`src/rtl/rpii_pkg.sv`:
```
// Shared types, constants and codes for the RGB product integral image block.
package rpii_pkg;

    // Default geometry limits for the top-level parameters.
    localparam int DEF_MAX_WIDTH  = 1024;
    localparam int DEF_MAX_HEIGHT = 1024;

    // Field and register widths.
    localparam int CHAN_W   = 8;
    localparam int REG_W    = 11;
    localparam int SIZE_W   = 13;
    localparam int SUM_W    = 30;
    localparam int PROD1_W  = 2 * CHAN_W;
    localparam int PROD2_W  = 3 * CHAN_W;
    localparam int GREY_SHIFT = 14;
    localparam int GREY_W   = PROD2_W - GREY_SHIFT;

    // Register reset value for both size registers.
    localparam logic [REG_W-1:0] SIZE_RESET = REG_W'(1024);

    // Configuration register indexes.
    localparam logic CFG_IDX_WIDTH  = 1'b0;
    localparam logic CFG_IDX_HEIGHT = 1'b1;

    // Pixel sequencer states.
    typedef enum logic [1:0] {
        ST_IDLE,
        ST_MUL,
        ST_SUM
    } t_state;

    // Control from the sequencer to the row-sum memory unit.
    typedef struct packed {
        logic rd_en;
        logic commit;
        logic first_row;
        logic last_col;
    } t_sum_ctl;

endpackage

```
`src/rtl/rpii_grey.sv`:
```
// Two-stage multiplier that forms the grey value red * green * blue / 16384.
module rpii_grey (
    input  logic                              i_clk,
    input  logic                              i_load,
    input  logic                              i_step,
    input  logic [rpii_pkg::CHAN_W-1:0]       i_red,
    input  logic [rpii_pkg::CHAN_W-1:0]       i_green,
    input  logic [rpii_pkg::CHAN_W-1:0]       i_blue,
    output logic [rpii_pkg::GREY_W-1:0]       o_grey
);

    logic [rpii_pkg::PROD1_W-1:0] r_rg;
    logic [rpii_pkg::CHAN_W-1:0]  r_b;
    logic [rpii_pkg::GREY_W-1:0]  r_grey;
    logic [rpii_pkg::PROD2_W-1:0] w_prod;

    // First product is registered before the second multiplication.
    always_ff @(posedge i_clk) begin
        if (i_load) begin
            r_rg <= rpii_pkg::PROD1_W'(i_red) * rpii_pkg::PROD1_W'(i_green);
            r_b  <= i_blue;
        end
    end

    // Full product; the floor division is a plain drop of the low bits.
    assign w_prod = rpii_pkg::PROD2_W'(r_rg) * rpii_pkg::PROD2_W'(r_b);

    always_ff @(posedge i_clk) begin
        if (i_step) begin
            r_grey <= w_prod[rpii_pkg::PROD2_W-1:rpii_pkg::GREY_SHIFT];
        end
    end

    assign o_grey = r_grey;

endmodule

```
`config.mk`:
```
export PLATFORM = sky130hd
export DESIGN_NAME = rpii_grey
export DESIGN_NICKNAME = d
export VERILOG_FILES = /design/src/rtl/rpii_pkg.sv /design/src/rtl/rpii_grey.sv
export SDC_FILE = /design/constraint.sdc
export NUM_CORES = 1
export LEC_CHECK = 0
export BUFFER_PORTS_ARGS = -buffer_cell sky130_fd_sc_hd__buf_2
export CAP_MARGIN = 20
export CORE_MARGIN = 1
export CORE_UTILIZATION = 55
export DETAILED_ROUTE_END_ITERATION = 8
export GPL_TIMING_DRIVEN = 0
export PLACE_DENSITY = 0.7
export SYNTH_ARGS = -nofsm -noshare
export SYNTH_HDL_FRONTEND = slang
export SYNTH_SLANG_ARGS = --single-unit
```
`constraint.sdc`:
```
create_clock -name i_clk -period 12.5 [get_ports i_clk]
set_input_delay 3.125 -clock i_clk [delete_from_list [all_inputs] [get_ports i_clk]]
set_output_delay 3.125 -clock i_clk [all_outputs]
set_load 0.05 [all_outputs]
```
==> flow_summary.toml <==
[grt]
grt_max_degree = 25
grt_pass1_vias = 5076
grt.overflow.total = 0
antenna_found_initial = 0
grt_usage = 0.230
grt_pass1_wl_um = 23000

[sta]
slew_headroom = 0.633
setup_viol = 0
rsz0062_at_grt = "no"
fin_crit_sh = 0.585
finClkSkew_ps = 7.07
tightestPinTransition_ps = 549
drv_slew = 0
hold_viol_final = 0
max_freq_mhz = 137
min_period_ps = 7320
tns_ps = 0

[floorplan]
die_h_um = 112
pin_count = 37
core_sq_mm = 0.0117
initial_core_util = 0.576
die_width_um = 112
fp.dieArea_sq_mm = 0.0127
rows = 39

[cts]
cts_buffer_depth = 2
root_buffer = "clkbuf_16"
numCtsBuffers = 5
cts.repair.resized = 0
cts_tree = "done"
clk_latency_ps = 280
path_clk_slew_ps = 60
post_cts_buffers = 0
clock_sink_count = 34
htree_num_levels = 2
cts_hold_buf = 0

[logic_synthesis]
ys_ff_latch = 34
synth-main-ff-cell = "edfxtp_1"
synth_cells = 678
synth_cell_types = 42
synth-async-reset-ratio = 0
syn_area_sq_mm = 0.00671
ys_warn_count = 0
synth-edff-count = 34
avgSynthCellArea_sq_um = 9.90
ys_seq_area_frac = 0.152
synth_fp_nets = 901

[final_layout]
syn_to_final_growth_pct = 7.40
final_cell_mix = "and2_1, inv_1, fa_1, ha_1, nand2_1"
drive_gt1_frac = 0.0666
nFillCells = 980
final_common_cell = "and2_1"
antenna_cells = 0
nNetsFinal = 943

[routing]
firstDrtPassIters = 4
routedWlPerCell_um = 14.8
remaining_drc_errors = 0
drtAntennaViolNets = 0
drtIter0Drc = 156
viasPerCell = 5.28
routed_wl_um = 12800
vias = 4563

[setup_path]
worstPathRequired_ps = 12530
crit_top_cell = "fa_1"
critPathArrivalTime_ps = 7350
slowest_delay_ps = 540
criticalPathCategory = "in2reg"
path_cells = "clkbuf_1 -> nand2_1 -> fa_1 -> fa_1 -> inv_1 -> fa_1 -> fa_1 -> ha_1 -> o21a_1 -> o31a_1 -> o211ai_1 -> a21oi_1 -> a2111oi_1 -> a21oi_1 -> xnor2_1"
crit_family = "adder cells"
crit_buf_inv = 2
critPathMaxFanout = 8
endpoint_kind = "flop"
cp_slowest_cell = "fa_1"
start_kind = "input pin"

[run_status]
status = "finished clean"

[placed_design]
port-buffer-count = 35
dpl.hpwl_um = 10800
gp_congestion = 0.844

[job]
drv_cap = 0

[hold_path]
hold_path.class = "reg2reg"
[per-layer routing]
metal / part of all wire / track usage / vias to the layer above
li1: - / - / 2184
met1: 0.45 / 0.295 / 2311
met2: 0.52 / 0.425 / 57
met3: 0.021 / 0.0189 / 11
met4: 0.012 / 0.0498 / 0
met5: 0 / 0 / -
[cell usage after synthesis (3+ instances only)]
library cell	instances	area (sq um)
and2_1	140	876
inv_1	136	510
fa_1	119	2380
ha_1	77	963
nand2_1	57	214
edfxtp_1	34	1020
a21oi_1	21	105
xnor2_1	13	114
nor2_1	12	45.0
clkbuf_1	9	33.8
xor2_1	6	52.6
and3_1	4	25.0
nand3_1	4	20.0
nor3_1	4	20.0
o21a_1	4	30.0
nand4_1	3	18.8
nor2b_1	3	18.8
o21ai_1	3	15.0
[area by class of cell]
cell class	count	area, sq um	share of cell area
tap	143	179	0.0248
clock buffer	6	129	0.0179
buffer	9	33.8	0.00469
inverter	136	510	0.0708
timing repair buffer	35	175	0.0243
sequential	34	1020	0.142
multi-input combinational	499	5150	0.714
clock inverter	2	13.8	0.00191
[registers in the layout, indices dropped and copies added, names as in the netlist]
signal	count
o_grey	10
r_b	8
r_rg	16
[logic make-up (layout without fill, tap and decap cells)]
group,Yosys count,count (layout),share of synthesized area
and+or+nand+nor,237,237,0.195
adders and majority gates,196,196,0.498
buffers and inverters,145,188,0.0811
AOI/OAI and AO/OA,47,47,0.0487
DFF,34,34,0.152
xor gates and xnor gates,19,19,0.0248
[final timing paths]
path	slack, ps	startpoint	cells after the start	endpoint
worst min-delay path	1290	r_b[0]$_DFFE_PP_	5	o_grey[0]$_DFFE_PP_
worst max-delay path	5180	i_red[5]	15	r_rg[15]$_DFFE_PP_
worst min register to register	1290	r_b[0]$_DFFE_PP_	5	o_grey[0]$_DFFE_PP_
worst max register to register	6880	r_b[7]$_DFFE_PP_	16	o_grey[9]$_DFFE_PP_
[through the flow]
step | hold WS, ps | utilization | setup slack [ps] | instance area [sq um] | cells
6_report | 1290 | 0.618 | 5180 | 7210 | 864
5_1_grt | 1400 | 0.618 | 4860 | 7210 | 864
4_1_cts | 1340 | 0.618 | 5160 | 7210 | 864
3_5_place_dp | 1320 | 0.606 | 4860 | 7070 | 856
3_3_place_gp | 1300 | 0.606 | 4920 | 7070 | 856
2_1_floorplan | 1010 | - | 5280 | 6710 | 678
[worst min-delay path: stages, from the launching register on]
cell      delay (ps)
edfxtp_1         470
nand4_1          120
o21ai_1           70
nand4_1          190
o211ai_2         170
xor2_1           150
Power is left out: the tool's default activity adds up to more than one toggle a clock period on the data nets, which glitch-free logic cannot reach.
